===== src/hdb_pkg.sv =====
// Shared types, codes and the FCS-16 byte update for the HDLC byte deframer.
`default_nettype none

package hdb_pkg;

    localparam logic [7:0]  FLAG_BYTE = 8'h7E;
    localparam logic [7:0]  ESC_BYTE  = 8'h7D;
    localparam logic [7:0]  ESC_XOR   = 8'h20;
    localparam logic [15:0] FCS_START = 16'hFFFF;
    localparam logic [15:0] FCS_GOOD  = 16'hF0B8;
    localparam logic [15:0] FCS_POLY  = 16'h8408;

    localparam logic KIND_PAYLOAD = 1'b0;
    localparam logic KIND_STATUS  = 1'b1;

    localparam logic [1:0] FT_DATA = 2'd0;
    localparam logic [1:0] FT_ACK  = 2'd1;
    localparam logic [1:0] FT_NACK = 2'd2;

    localparam int LEN_W = 13;

    typedef struct packed {
        logic             kind;
        logic [7:0]       data_byte;
        logic             frame_status;
        logic [1:0]       frame_type;
        logic [2:0]       seq_no;
        logic [LEN_W-1:0] payload_length;
    } hdb_result_t;

    // Reflected CRC-16 (RFC 1662), one byte per call.
    function automatic logic [15:0] fcs16_update(input logic [15:0] fcs,
                                                 input logic [7:0]  data);
        logic [15:0] c;
        c = fcs ^ {8'h00, data};
        for (int b = 0; b < 8; b++) begin
            if (c[0])
                c = (c >> 1) ^ FCS_POLY;
            else
                c = c >> 1;
        end
        return c;
    endfunction

endpackage

`default_nettype wire


===== src/hdb_rx_if.sv =====
// Valid/ready channel carrying one raw received byte per item.
`default_nettype none

interface hdb_rx_if;
    logic       valid;
    logic       ready;
    logic [7:0] rx_byte;

    modport source (output valid, output rx_byte, input ready);
    modport sink   (input valid, input rx_byte, output ready);
endinterface

`default_nettype wire


===== src/hdb_res_if.sv =====
// Valid/ready channel carrying one deframer result item.
`default_nettype none

interface hdb_res_if;
    logic        valid;
    logic        ready;
    logic        kind;
    logic [7:0]  data_byte;
    logic        frame_status;
    logic [1:0]  frame_type;
    logic [2:0]  seq_no;
    logic [12:0] payload_length;

    modport source (output valid, output kind, output data_byte, output frame_status,
                    output frame_type, output seq_no, output payload_length,
                    input ready);
    modport sink   (input valid, input kind, input data_byte, input frame_status,
                    input frame_type, input seq_no, input payload_length,
                    output ready);
endinterface

`default_nettype wire


===== src/hdb_engine.sv =====
// Deframer state and per-byte step: flag hunt, unescape, FCS, control decode, hold line.
`default_nettype none

module hdb_engine #(
    parameter int MAX_FRAME_BYTES = 4096
) (
    input  wire logic                 clk,
    input  wire logic                 rst_n,
    input  wire logic                 fire,
    input  wire logic [7:0]           rx_byte,
    output      logic                 res_valid,
    output      hdb_pkg::hdb_result_t res
);
    import hdb_pkg::*;

    localparam int CNT_W = $clog2(MAX_FRAME_BYTES + 3);
    localparam logic [CNT_W-1:0] CNT_MAX = CNT_W'(MAX_FRAME_BYTES + 2);
    localparam logic [CNT_W-1:0] CNT_TWO = CNT_W'(2);

    logic             in_frame_reg,   in_frame_next;
    logic             escape_reg,     escape_next;
    logic [15:0]      crc_reg,        crc_next;
    logic [2:0]       raw_pos_reg,    raw_pos_next;
    logic [1:0]       hold_cnt_reg,   hold_cnt_next;
    logic [1:0]       ctrl_type_reg,  ctrl_type_next;
    logic [2:0]       ctrl_seq_reg,   ctrl_seq_next;
    logic [CNT_W-1:0] pay_cnt_reg,    pay_cnt_next;
    logic [7:0]       hold_reg [2];
    logic [7:0]       hold_next [2];

    logic [7:0]       ubyte;
    logic [CNT_W-1:0] len_full;

    assign ubyte    = escape_reg ? (rx_byte ^ ESC_XOR) : rx_byte;
    assign len_full = (pay_cnt_reg >= CNT_TWO) ? (pay_cnt_reg - CNT_TWO) : '0;

    always_comb
    begin
        in_frame_next  = in_frame_reg;
        escape_next    = escape_reg;
        crc_next       = crc_reg;
        raw_pos_next   = raw_pos_reg;
        hold_cnt_next  = hold_cnt_reg;
        ctrl_type_next = ctrl_type_reg;
        ctrl_seq_next  = ctrl_seq_reg;
        pay_cnt_next   = pay_cnt_reg;
        hold_next[0]   = hold_reg[0];
        hold_next[1]   = hold_reg[1];
        res_valid      = 1'b0;
        res            = '0;

        if (!in_frame_reg || rx_byte == FLAG_BYTE) begin
            if (in_frame_reg && raw_pos_reg == 3'd0) begin
                // repeated flag keeps the frame open
                escape_next = 1'b0;
            end
            else if (rx_byte == FLAG_BYTE) begin
                if (in_frame_reg) begin
                    res_valid          = 1'b1;
                    res.kind           = KIND_STATUS;
                    res.frame_status   = (raw_pos_reg < 3'd3) || (crc_reg != FCS_GOOD);
                    res.frame_type     = ctrl_type_reg;
                    res.seq_no         = ctrl_seq_reg;
                    res.payload_length = LEN_W'(len_full);
                end
                in_frame_next  = 1'b1;
                escape_next    = 1'b0;
                crc_next       = FCS_START;
                raw_pos_next   = 3'd0;
                hold_cnt_next  = 2'd0;
                ctrl_type_next = FT_DATA;
                ctrl_seq_next  = 3'd0;
                pay_cnt_next   = '0;
            end
        end
        else begin
            if (raw_pos_reg != 3'd7)
                raw_pos_next = raw_pos_reg + 3'd1;
            if (rx_byte == ESC_BYTE) begin
                escape_next = 1'b1;
            end
            else begin
                escape_next = 1'b0;
                crc_next    = fcs16_update(crc_reg, ubyte);
                if (raw_pos_reg == 3'd1) begin
                    if (ubyte[0]) begin
                        ctrl_type_next = (ubyte[3:2] == 2'b00) ? FT_ACK : FT_NACK;
                        ctrl_seq_next  = ubyte[7:5];
                    end
                    else begin
                        ctrl_type_next = FT_DATA;
                        ctrl_seq_next  = ubyte[3:1];
                    end
                end
                else if (raw_pos_reg != 3'd0) begin
                    if (pay_cnt_reg < CNT_MAX)
                        pay_cnt_next = pay_cnt_reg + CNT_W'(1);
                    if (hold_cnt_reg != 2'd2) begin
                        hold_next[hold_cnt_reg[0]] = ubyte;
                        hold_cnt_next              = hold_cnt_reg + 2'd1;
                    end
                    else begin
                        res_valid     = 1'b1;
                        res.kind      = KIND_PAYLOAD;
                        res.data_byte = hold_reg[0];
                        hold_next[0]  = hold_reg[1];
                        hold_next[1]  = ubyte;
                    end
                end
            end
        end
    end

    always_ff @(posedge clk or negedge rst_n)
    begin
        if (!rst_n) begin
            in_frame_reg  <= 1'b0;
            escape_reg    <= 1'b0;
            crc_reg       <= FCS_START;
            raw_pos_reg   <= 3'd0;
            hold_cnt_reg  <= 2'd0;
            ctrl_type_reg <= FT_DATA;
            ctrl_seq_reg  <= 3'd0;
            pay_cnt_reg   <= '0;
        end
        else if (fire) begin
            in_frame_reg  <= in_frame_next;
            escape_reg    <= escape_next;
            crc_reg       <= crc_next;
            raw_pos_reg   <= raw_pos_next;
            hold_cnt_reg  <= hold_cnt_next;
            ctrl_type_reg <= ctrl_type_next;
            ctrl_seq_reg  <= ctrl_seq_next;
            pay_cnt_reg   <= pay_cnt_next;
        end
    end

    always_ff @(posedge clk)
    begin
        if (fire) begin
            hold_reg[0] <= hold_next[0];
            hold_reg[1] <= hold_next[1];
        end
    end

    a_hold_range: assert property (@(posedge clk) disable iff (!rst_n)
        hold_cnt_reg != 2'd3)
        else $error("hold count out of range");

    a_payload_needs_full_hold: assert property (@(posedge clk) disable iff (!rst_n)
        (fire && res_valid && res.kind == KIND_PAYLOAD) |-> hold_cnt_reg == 2'd2)
        else $error("payload byte emitted before hold line filled");

    a_close_reopens: assert property (@(posedge clk) disable iff (!rst_n)
        (fire && res_valid && res.kind == KIND_STATUS) |=>
            (in_frame_reg && crc_reg == FCS_START && raw_pos_reg == 3'd0
             && hold_cnt_reg == 2'd0))
        else $error("closing flag did not open a fresh frame");

    a_hunt_idle: assert property (@(posedge clk) disable iff (!rst_n)
        !in_frame_reg |-> (raw_pos_reg == 3'd0 && hold_cnt_reg == 2'd0 && !escape_reg))
        else $error("frame state active while hunting");

endmodule

`default_nettype wire


===== src/hdb_out_reg.sv =====
// Result register: holds one result item until the sink takes it.
`default_nettype none

module hdb_out_reg (
    input  wire logic                 clk,
    input  wire logic                 rst_n,
    input  wire logic                 load,
    input  wire hdb_pkg::hdb_result_t res,
    output      logic                 free,
    hdb_res_if.source                 out_ch
);
    import hdb_pkg::*;

    logic        valid_reg, valid_next;
    hdb_result_t res_reg;

    assign free = !valid_reg || out_ch.ready;

    always_comb
    begin
        if (load)
            valid_next = 1'b1;
        else if (out_ch.ready)
            valid_next = 1'b0;
        else
            valid_next = valid_reg;
    end

    always_ff @(posedge clk or negedge rst_n)
    begin
        if (!rst_n)
            valid_reg <= 1'b0;
        else
            valid_reg <= valid_next;
    end

    always_ff @(posedge clk)
    begin
        if (load)
            res_reg <= res;
    end

    assign out_ch.valid          = valid_reg;
    assign out_ch.kind           = res_reg.kind;
    assign out_ch.data_byte      = res_reg.data_byte;
    assign out_ch.frame_status   = res_reg.frame_status;
    assign out_ch.frame_type     = res_reg.frame_type;
    assign out_ch.seq_no         = res_reg.seq_no;
    assign out_ch.payload_length = res_reg.payload_length;

endmodule

`default_nettype wire


===== src/hdlc_byte_deframer_core.sv =====
// HDLC byte deframer top level: input register, deframer step, result register.
// A byte taken on rx is registered at the input; its result is registered at res.
// Throughput: one byte per cycle while res is ready; the FCS update is one byte wide.
// A byte gives zero or one result; bytes without a result still pass the deframer step.
// Reset (rst_n low, asynchronous) clears all control state; the block hunts for a flag.
`default_nettype none

module hdlc_byte_deframer_core #(
    parameter int MAX_FRAME_BYTES = 4096
) (
    input  wire logic clk,
    input  wire logic rst_n,
    hdb_rx_if.sink    rx,
    hdb_res_if.source res
);
    import hdb_pkg::*;

    logic        in_valid_reg;
    logic [7:0]  in_byte_reg;
    logic        out_free;
    logic        fire;
    logic        step_valid;
    hdb_result_t step_res;

    assign fire     = in_valid_reg && out_free;
    assign rx.ready = !in_valid_reg || out_free;

    always_ff @(posedge clk or negedge rst_n)
    begin
        if (!rst_n)
            in_valid_reg <= 1'b0;
        else if (rx.ready)
            in_valid_reg <= rx.valid;
    end

    always_ff @(posedge clk)
    begin
        if (rx.ready && rx.valid)
            in_byte_reg <= rx.rx_byte;
    end

    hdb_engine #(
        .MAX_FRAME_BYTES (MAX_FRAME_BYTES)
    ) u_engine (
        .clk       (clk),
        .rst_n     (rst_n),
        .fire      (fire),
        .rx_byte   (in_byte_reg),
        .res_valid (step_valid),
        .res       (step_res)
    );

    hdb_out_reg u_out_reg (
        .clk    (clk),
        .rst_n  (rst_n),
        .load   (fire && step_valid),
        .res    (step_res),
        .free   (out_free),
        .out_ch (res)
    );

endmodule

`default_nettype wire


===== src/flat_wrapper.sv =====
// flat-port wrapper written by rule: the top's interface ports become plain ports
module hdlc_byte_deframer_core_flat import hdb_pkg::*;
#(
    parameter int MAX_FRAME_BYTES = 4096
)
  (clk, rst_n, rx_valid, rx_rx_byte, rx_ready, res_valid, res_kind, res_data_byte, res_frame_status, res_frame_type, res_seq_no, res_payload_length, res_ready);
  hdb_rx_if rx_i ();
  hdb_res_if res_i ();
  input  wire logic clk;
  input  wire logic rst_n;
  input wire logic [$bits(rx_i.valid)-1:0] rx_valid;
  input wire logic [$bits(rx_i.rx_byte)-1:0] rx_rx_byte;
  output wire logic [$bits(rx_i.ready)-1:0] rx_ready;
  output wire logic [$bits(res_i.valid)-1:0] res_valid;
  output wire logic [$bits(res_i.kind)-1:0] res_kind;
  output wire logic [$bits(res_i.data_byte)-1:0] res_data_byte;
  output wire logic [$bits(res_i.frame_status)-1:0] res_frame_status;
  output wire logic [$bits(res_i.frame_type)-1:0] res_frame_type;
  output wire logic [$bits(res_i.seq_no)-1:0] res_seq_no;
  output wire logic [$bits(res_i.payload_length)-1:0] res_payload_length;
  input wire logic [$bits(res_i.ready)-1:0] res_ready;
  assign rx_i.valid = rx_valid;
  assign rx_i.rx_byte = rx_rx_byte;
  assign rx_ready = rx_i.ready;
  assign res_valid = res_i.valid;
  assign res_kind = res_i.kind;
  assign res_data_byte = res_i.data_byte;
  assign res_frame_status = res_i.frame_status;
  assign res_frame_type = res_i.frame_type;
  assign res_seq_no = res_i.seq_no;
  assign res_payload_length = res_i.payload_length;
  assign res_i.ready = res_ready;
  hdlc_byte_deframer_core #(.MAX_FRAME_BYTES(MAX_FRAME_BYTES)) u_core (.clk(clk), .rst_n(rst_n), .rx(rx_i), .res(res_i));
endmodule

===== config.mk =====
export PLATFORM = sky130hd
export DESIGN_NAME = hdlc_byte_deframer_core_flat
export DESIGN_NICKNAME = d
export VERILOG_FILES = /design/src/hdb_pkg.sv /design/src/hdb_rx_if.sv /design/src/hdb_res_if.sv /design/src/hdb_engine.sv /design/src/hdb_out_reg.sv /design/src/hdlc_byte_deframer_core.sv /design/src/flat_wrapper.sv
export SDC_FILE = /design/constraint.sdc
export NUM_CORES = 1
export LEC_CHECK = 0
export ABC_AREA = 1
export ABC_CLOCK_PERIOD_IN_PS = 4050
export BUFFER_PORTS_ARGS = -buffer_cell sky130_fd_sc_hd__buf_2
export CORE_ASPECT_RATIO = 1.5
export CORE_MARGIN = 8
export CORE_UTILIZATION = 53
export DETAILED_ROUTE_END_ITERATION = 16
export MAX_ROUTING_LAYER = met4
export PLACE_DENSITY_LB_ADDON = 0.05
export SETUP_SLACK_MARGIN = 0.4
export SLEW_MARGIN = 40
export SYNTH_ARGS = -nofsm -noshare
export SYNTH_HDL_FRONTEND = slang
export SYNTH_HIERARCHICAL = 1
export SYNTH_SLANG_ARGS = --single-unit

===== constraint.sdc =====
create_clock -name clk -period 4.05 [get_ports clk]
set_clock_uncertainty 0.2 [all_clocks]
set_input_delay 0.2025 -clock clk [delete_from_list [all_inputs] [get_ports clk]]
set_output_delay 0.2025 -clock clk [all_outputs]
set_load 0.005 [all_outputs]

==> results.sh, run 1 <==
export IMPL_status="complete, no violations"
export IMPL_clockBufferDepth=2
export IMPL_antennaDiodeCount=0
export IMPL_cts_buffers_inserted=9
export IMPL_grt_max_degree=44
export IMPL_relSlewSlack=0.488
export IMPL_synth_top_family_by_area="simple AND/OR/NAND/NOR gates"
export IMPL_final_nets=663
export IMPL_syn_cell_area_mm2=0.00508
export IMPL_cts_tree="done"
export IMPL_worstMarginPinSlew_ns=0.768
export IMPL_core_mm2=0.00952
export IMPL_dpl_instance_area_mm2=0.00534
export IMPL_worstPathRequired_ns=3.86
export IMPL_seq_area_mm2=0.00266
export IMPL_final_setup_viol_count=0
export IMPL_period_minus_slack_ns=2.76
export IMPL_hold_class="input port to async pin"
export IMPL_critPathKind="flip-flop to flip-flop"
export IMPL_drive_above_1_share=0.156
export IMPL_drc_errors=0
export IMPL_cp_startpoint="u_core/in_byte_reg[0]"
export IMPL_regToRegStartpoint="u_core/in_byte_reg[0]"
export IMPL_multi_input_area_mm2=0.00201
export IMPL_powerDensity_mw_per_mm2=678
export IMPL_fin_crit_sh=0.683
export IMPL_synthMuxAreaShare=0
export IMPL_ys_seq_area_frac=0.523
export IMPL_clk_latency_ns=0.34
export IMPL_clock_sinks=95
export IMPL_synth_xor_area_frac=0.0379
export IMPL_start_util=0.533
export IMPL_grt_setup_unrepaired="no"
export IMPL_dp_hpwl_um=8570
export IMPL_row_count=44
export IMPL_die_x_um=95.9
export IMPL_final_max_slew_violation_count=0
export IMPL_synth_compound_area_frac=0.0431
export IMPL_avgSynthCellArea_um2=8.60
export IMPL_worst_ep_arrival_time_ns=2.58
export IMPL_postRouteWirelength_um=11400
export IMPL_drtIter0Drc=169
export IMPL_vias=3931
export IMPL_timing_hold_ws_ns=0.261
export IMPL_chipHeight_um=136
export IMPL_final_common_cell="nand2_1"
export IMPL_syn_inst=591
export IMPL_grt_util_all_layers=0.191
export IMPL_grt_pass1_wl_um=18500
export IMPL_gp_congestion=0.889
export IMPL_worstSetupStartpointType="flip-flop"
export IMPL_ctsResizeCount=0
export IMPL_cp_end_kind="flip-flop"
export IMPL_ys_seq_elements=95
export IMPL_clk_pin_slew_ns=0.07
export IMPL_synthesis_nets=613
export IMPL_synth_simple_gate_area_frac=0.291
export IMPL_die_area_mm2=0.0130
export IMPL_p_total_w=0.00389
export IMPL_fmax_mhz=362
export IMPL_path_max_fanout=28
export IMPL_yosysUniqueCellTypes=31
export IMPL_fillers=844
export IMPL_area_growth_pct=13.0
export IMPL_max_vdd_ir_drop_mv=0.449
export IMPL_grt_pass1_vias=3913
export IMPL_p_leak_nw=2.71
export IMPL_h_tree_depth=3
export IMPL_ant_nets=0
export IMPL_setup_tns_ns=0
export IMPL_cap_violations=0
export IMPL_via_per_inst=5.17
export IMPL_mostFrequentLayoutCells="162 x nand2_1, 75 x inv_1, 69 x nor2_1"
export IMPL_finalInstanceArea_mm2=0.00574
export IMPL_firstDrtPassIters=4
export IMPL_antenna_found_initial=0
export IMPL_synthAdderAreaFrac=0.0246
export IMPL_post_route_util=0.603
export IMPL_cts_root_buf="clkbuf_16"
export IMPL_io_pins=42
export IMPL_hold_viol=0
export IMPL_ys_warn_count=6
export IMPL_overflow=0
export IMPL_rrSetupSlack_ns=1.29
export IMPL_post_drt_wl_per_cell_um=14.9
export IMPL_io_buffers=41
==> power by group <==
group	switching (W)	internal (W)
clock	0.000364	0.000486
sequential	0.000196	0.00141
combinational	0.000955	0.000478
==> per-stage QoR <==
stage | setup WS [ns] | std cells
floorplan | 1.35 | 591
global placement | 1.37 | 734
detailed placement | 1.27 | 734
CTS | 1.25 | 761
global route | 1.01 | 761
finish | 1.29 | 761
==> synth_stat cells <==
| master | n | share of area |
|---|---|---|
| a21oi_1 | 12 | 0.012 |
| a21oi_2 | 1 | 0.0017 |
| buf_2 | 4 | 0.0039 |
| buf_4 | 1 | 0.0015 |
| buf_6 | 6 | 0.013 |
| clkbuf_1 | 4 | 0.0030 |
| dfrtp_1 | 27 | 0.13 |
| dfstp_2 | 16 | 0.083 |
| edfxtp_1 | 52 | 0.31 |
| ha_1 | 10 | 0.025 |
| inv_1 | 75 | 0.055 |
| inv_2 | 5 | 0.0037 |
| nand2_1 | 162 | 0.12 |
| nand2_2 | 5 | 0.0062 |
| nand2_4 | 5 | 0.011 |
| nand3_1 | 55 | 0.054 |
| nand3_2 | 1 | 0.0020 |
| nand3_4 | 1 | 0.0034 |
| nand3b_1 | 3 | 0.0044 |
| nand4_1 | 5 | 0.0062 |
| nand4_2 | 1 | 0.0025 |
| nor2_1 | 69 | 0.051 |
| nor2_2 | 4 | 0.0049 |
| nor2_4 | 3 | 0.0066 |
| nor2_8 | 2 | 0.0079 |
| nor3_1 | 7 | 0.0069 |
| nor4_1 | 3 | 0.0037 |
| o21ai_0 | 27 | 0.027 |
| o21ai_1 | 3 | 0.0030 |
| xnor2_1 | 8 | 0.014 |
| xor2_1 | 14 | 0.024 |
==> critical path, stage by stage (launching register included) <==
cell	delay [ns]
edfxtp_1	0.51
inv_2	0.10
nand2_2	0.13
nor2_8	0.06
nand2_4	0.10
nand2_4	0.16
nor2_1	0.22
nand3_1	0.27
nand2_1	0.13
inv_1	0.05
nor2_2	0.12
buf_4	0.33
==> final cells by class <==
| type | instances | area share |
|---|---|---|
| Clock buffer | 11 | 0.0405 |
| Clock inverter | 5 | 0.0111 |
| Inverter | 80 | 0.0523 |
| Multi-Input combinational cell | 401 | 0.351 |
| Sequential cell | 95 | 0.463 |
| Tap cell | 115 | 0.0251 |
| Timing Repair Buffer | 54 | 0.0575 |
==> cells by family (layout without fill, tap and decap cells) <==
group	after synthesis	after routing
AND/OR/NAND/NOR	326	326
flip-flops	95	95
buffers and inverters	95	150
AO/OA/AOI/OAI	43	43
XOR/XNOR	22	22
adder cells (fa/ha/maj)	10	10
==> layer usage <==
layer	up-vias	global-route usage	routed length (µm)
li1	1981	-	-
met1	1856	0.198	4410
met2	73	0.337	6150
met3	21	0.0332	442
met4	0	0.0918	357
met5	-	-	0
==> path summary, 6_finish.rpt <==
check                                                              to  cells past startpoint
min                                   u_core/u_engine/pay_cnt_reg[11]                      3
min in group clk                     u_core/u_engine/ctrl_type_reg[0]                      2
max                        u_core/u_out_reg/out_ch.payload_length[12]                     11
max in group asynchronous                  u_core/u_engine/crc_reg[1]                      3
min reg2reg                          u_core/u_engine/ctrl_type_reg[0]                      2
max reg2reg                u_core/u_out_reg/out_ch.payload_length[12]                     11
==> what timing repair did <==
action | 4_1_cts | 5_1_grt
hold buffers | 11 | 0
buffers inserted | 0 | 0
endpoints found under the hold margin | 37 | 0
Note: power is estimated with default switching activity, not from simulation.
==> run 2, diff against run 1 <==
--- a/config.mk
+++ b/config.mk
@@ -6,7 +6,7 @@
 export NUM_CORES = 1
 export LEC_CHECK = 0
 export ABC_AREA = 1
-export ABC_CLOCK_PERIOD_IN_PS = 4050
+export ABC_CLOCK_PERIOD_IN_PS = 2570
 export BUFFER_PORTS_ARGS = -buffer_cell sky130_fd_sc_hd__buf_2
 export CORE_ASPECT_RATIO = 1.5
 export CORE_MARGIN = 8
==> constraint.sdc (replaced) <==
create_clock -name clk -period 2.57 [get_ports clk]
set_clock_uncertainty 0.2 [all_clocks]
set_input_delay 0.1285 -clock clk [delete_from_list [all_inputs] [get_ports clk]]
set_output_delay 0.1285 -clock clk [all_outputs]
set_load 0.005 [all_outputs]
==> run 2 against run 1 <==
  * Setup slack lost 0.82 ns
  * Sequential power grew 55%
  * Fmax grew 31%
  * Largest power group is now combinational cells
  * Non-clock buffer count grew 32
  * First-iteration DRC count grew 22%
  * Hold slack lost 0.14 ns
==> results.sh, run 2 (same netlist as run 1, synthesis figures left out) <==
export IMPL_start_util=0.533
export IMPL_worst_ep_arrival_time_ns=1.96
export IMPL_p_total_w=0.00635
export IMPL_power_frac_clock=0.193
export IMPL_period_minus_slack_ns=2.10
export IMPL_cts_buffers_inserted=9
export IMPL_clock_sinks=95
export IMPL_clk_pin_slew_ns=0.07
export IMPL_hold_viol=0
export IMPL_io_buffers=41
export IMPL_cp_slowest_cell="edfxtp_1"
export IMPL_pre_cts_ws_ns=0.0875
export IMPL_routed_wl_met2_um=6350
export IMPL_mostFrequentLayoutCells="156 x nand2_1, 72 x inv_1, 65 x nor2_1"
export IMPL_post_route_util=0.645
export IMPL_switching_share=0.389
export IMPL_final_setup_viol_count=0
export IMPL_hold_class="input port to async pin"
export IMPL_post_drt_wl_per_cell_um=14.7
export IMPL_cp_startpoint="u_core/in_byte_reg[4]"
export IMPL_clockBufferDepth=2
export IMPL_highest_layer="met4"
export IMPL_powerDensity_mw_per_mm2=1030
export IMPL_worstMarginPinSlew_ns=0.733
export IMPL_postRouteWirelength_um=11700
export IMPL_drc_errors=0
export IMPL_crit_buf_inv=3
export IMPL_h_tree_depth=3
export IMPL_antennaDiodeCount=0
export IMPL_final_max_slew_violation_count=0
export IMPL_fmax_mhz=476
export IMPL_p_leak_nw=2.89
export IMPL_critPathTopFamily="simple AND/OR/NAND/NOR gates"
export IMPL_dp_hpwl_um=8310
export IMPL_core_mm2=0.00952
export IMPL_area_growth_pct=20.9
export IMPL_firstDrtPassIters=5
export IMPL_antenna_found_initial=0
export IMPL_cpPeakStageDelay_ns=0.41
export IMPL_p_int_w=0.00388
export IMPL_worstSetupStartpointType="flip-flop"
export IMPL_vias=4128
export IMPL_grt_util_all_layers=0.189
export IMPL_die_x_um=95.9
export IMPL_overflow=0
export IMPL_crit_top_cell="nor2_4"
export IMPL_wl_met3_um=468
export IMPL_io_pins=42
export IMPL_grt_max_degree=44
export IMPL_dpl_instance_area_mm2=0.00545
export IMPL_path_max_fanout=7
export IMPL_chipHeight_um=136
export IMPL_cts_root_buf="clkbuf_16"
export IMPL_die_area_mm2=0.0130
export IMPL_final_nets=698
export IMPL_worstPathRequired_ns=2.43
export IMPL_ant_nets=0
export IMPL_final_common_cell="nand2_1"
export IMPL_cp_end_kind="flip-flop"
export IMPL_cap_violations=0
export IMPL_grt_pass1_wl_um=18500
export IMPL_drive_above_1_share=0.223
export IMPL_cts_tree="done"
export IMPL_regToRegStartpoint="u_core/in_byte_reg[4]"
export IMPL_drtIter0Drc=206
export IMPL_setup_tns_ns=0
export IMPL_via_per_inst=5.19
export IMPL_relSlewSlack=0.512
export IMPL_finalInstanceArea_mm2=0.00614
export IMPL_row_count=44
export IMPL_worstPathCellList="nand2_1 > nor2_4 > nand2_4 > nand2_8 > nor2_4 > nand3_4 > nand2_2 > inv_2 > nor2_4 > buf_12 > clkbuf_16"
export IMPL_timing_final_ws_setup_ns=0.467
export IMPL_fin_crit_sh=0.818
export IMPL_sequentialPowerShare=0.394
export IMPL_pwr_share_comb=0.413
export IMPL_gp_congestion=0.958
export IMPL_grt_setup_unrepaired="no"
export IMPL_critPathKind="flip-flop to flip-flop"
export IMPL_status="complete, no violations"
export IMPL_max_vdd_ir_drop_mv=0.615
export IMPL_grt_pass1_vias=4047
export IMPL_clk_latency_ns=0.34
export IMPL_power_switching_w=0.00247
export IMPL_wl_met1_um=4420
## run 2: cell types whose count changed in the layout (fill, tap and decap cells not counted), moves of 2 or more
cell / change
nor2_2: +2
buf_12: +2
nor2_4: +4
nor2_1: -4
buf_4: +27
nand2_1: -6
nand2_2: +6
inv_1: -3
clkbuf_16: +2
inv_2: +3
## run 2: power by group through the flow
stage                     Sequential [W]  Clock, W  Combinational, W
final                            0.00250   0.00122           0.00263
after global routing             0.00255   0.00132           0.00295
after CTS                        0.00250   0.00125           0.00246
after detailed placement         0.00253         0           0.00234
after global placement           0.00253         0           0.00229
after floorplan                  0.00246         0           0.00179
## run 2: what timing repair did
action                     CTS  global route
setup buffers                6            13
resized for setup           10            11
pin swaps                    4             8
hold buffers                12             0
setup endpoints to repair   70            72
hold endpoints to repair    53             0
cloned                       3             3
## run 2: path summary, 6_finish.rpt
check                                                            end  slack, ns  depth (start not counted)
setup / recovery           u_core/u_out_reg/out_ch.payload_length[0]       0.47                         11
hold / removal                        u_core/u_engine/pay_cnt_reg[9]       0.12                          2
setup reg to reg           u_core/u_out_reg/out_ch.payload_length[0]       0.47                         11
hold reg to reg                     u_core/u_engine/ctrl_type_reg[0]       0.28                          2
max in group asynchronous             u_core/u_engine/pay_cnt_reg[2]       1.64                          2
min in group clk                    u_core/u_engine/ctrl_type_reg[0]       0.28                          2
## run 2: area by class of cell
cell class | count | area (µm²)
fillers | 835 | 3380
flip-flops and latches | 95 | 2660
multi-input cells | 404 | 2130
repair buffers | 86 | 639
inverters | 80 | 300
clock buffers | 11 | 233
well taps | 115 | 144
clock inverters | 5 | 41.3
## run 2: through the flow
stage	hold slack [ns]	instances
floorplan	-0.367	591
global placement	0.105	743
detailed placement	-0.0415	743
CTS	0.141	780
global route	0.185	796
finish	0.118	796
## run 2: metal layers
layer  up-vias  track usage
met5         -            -
met4         0       0.0996
met3        30       0.0299
met2       112        0.337
met1      1925        0.191
li1       2061            -
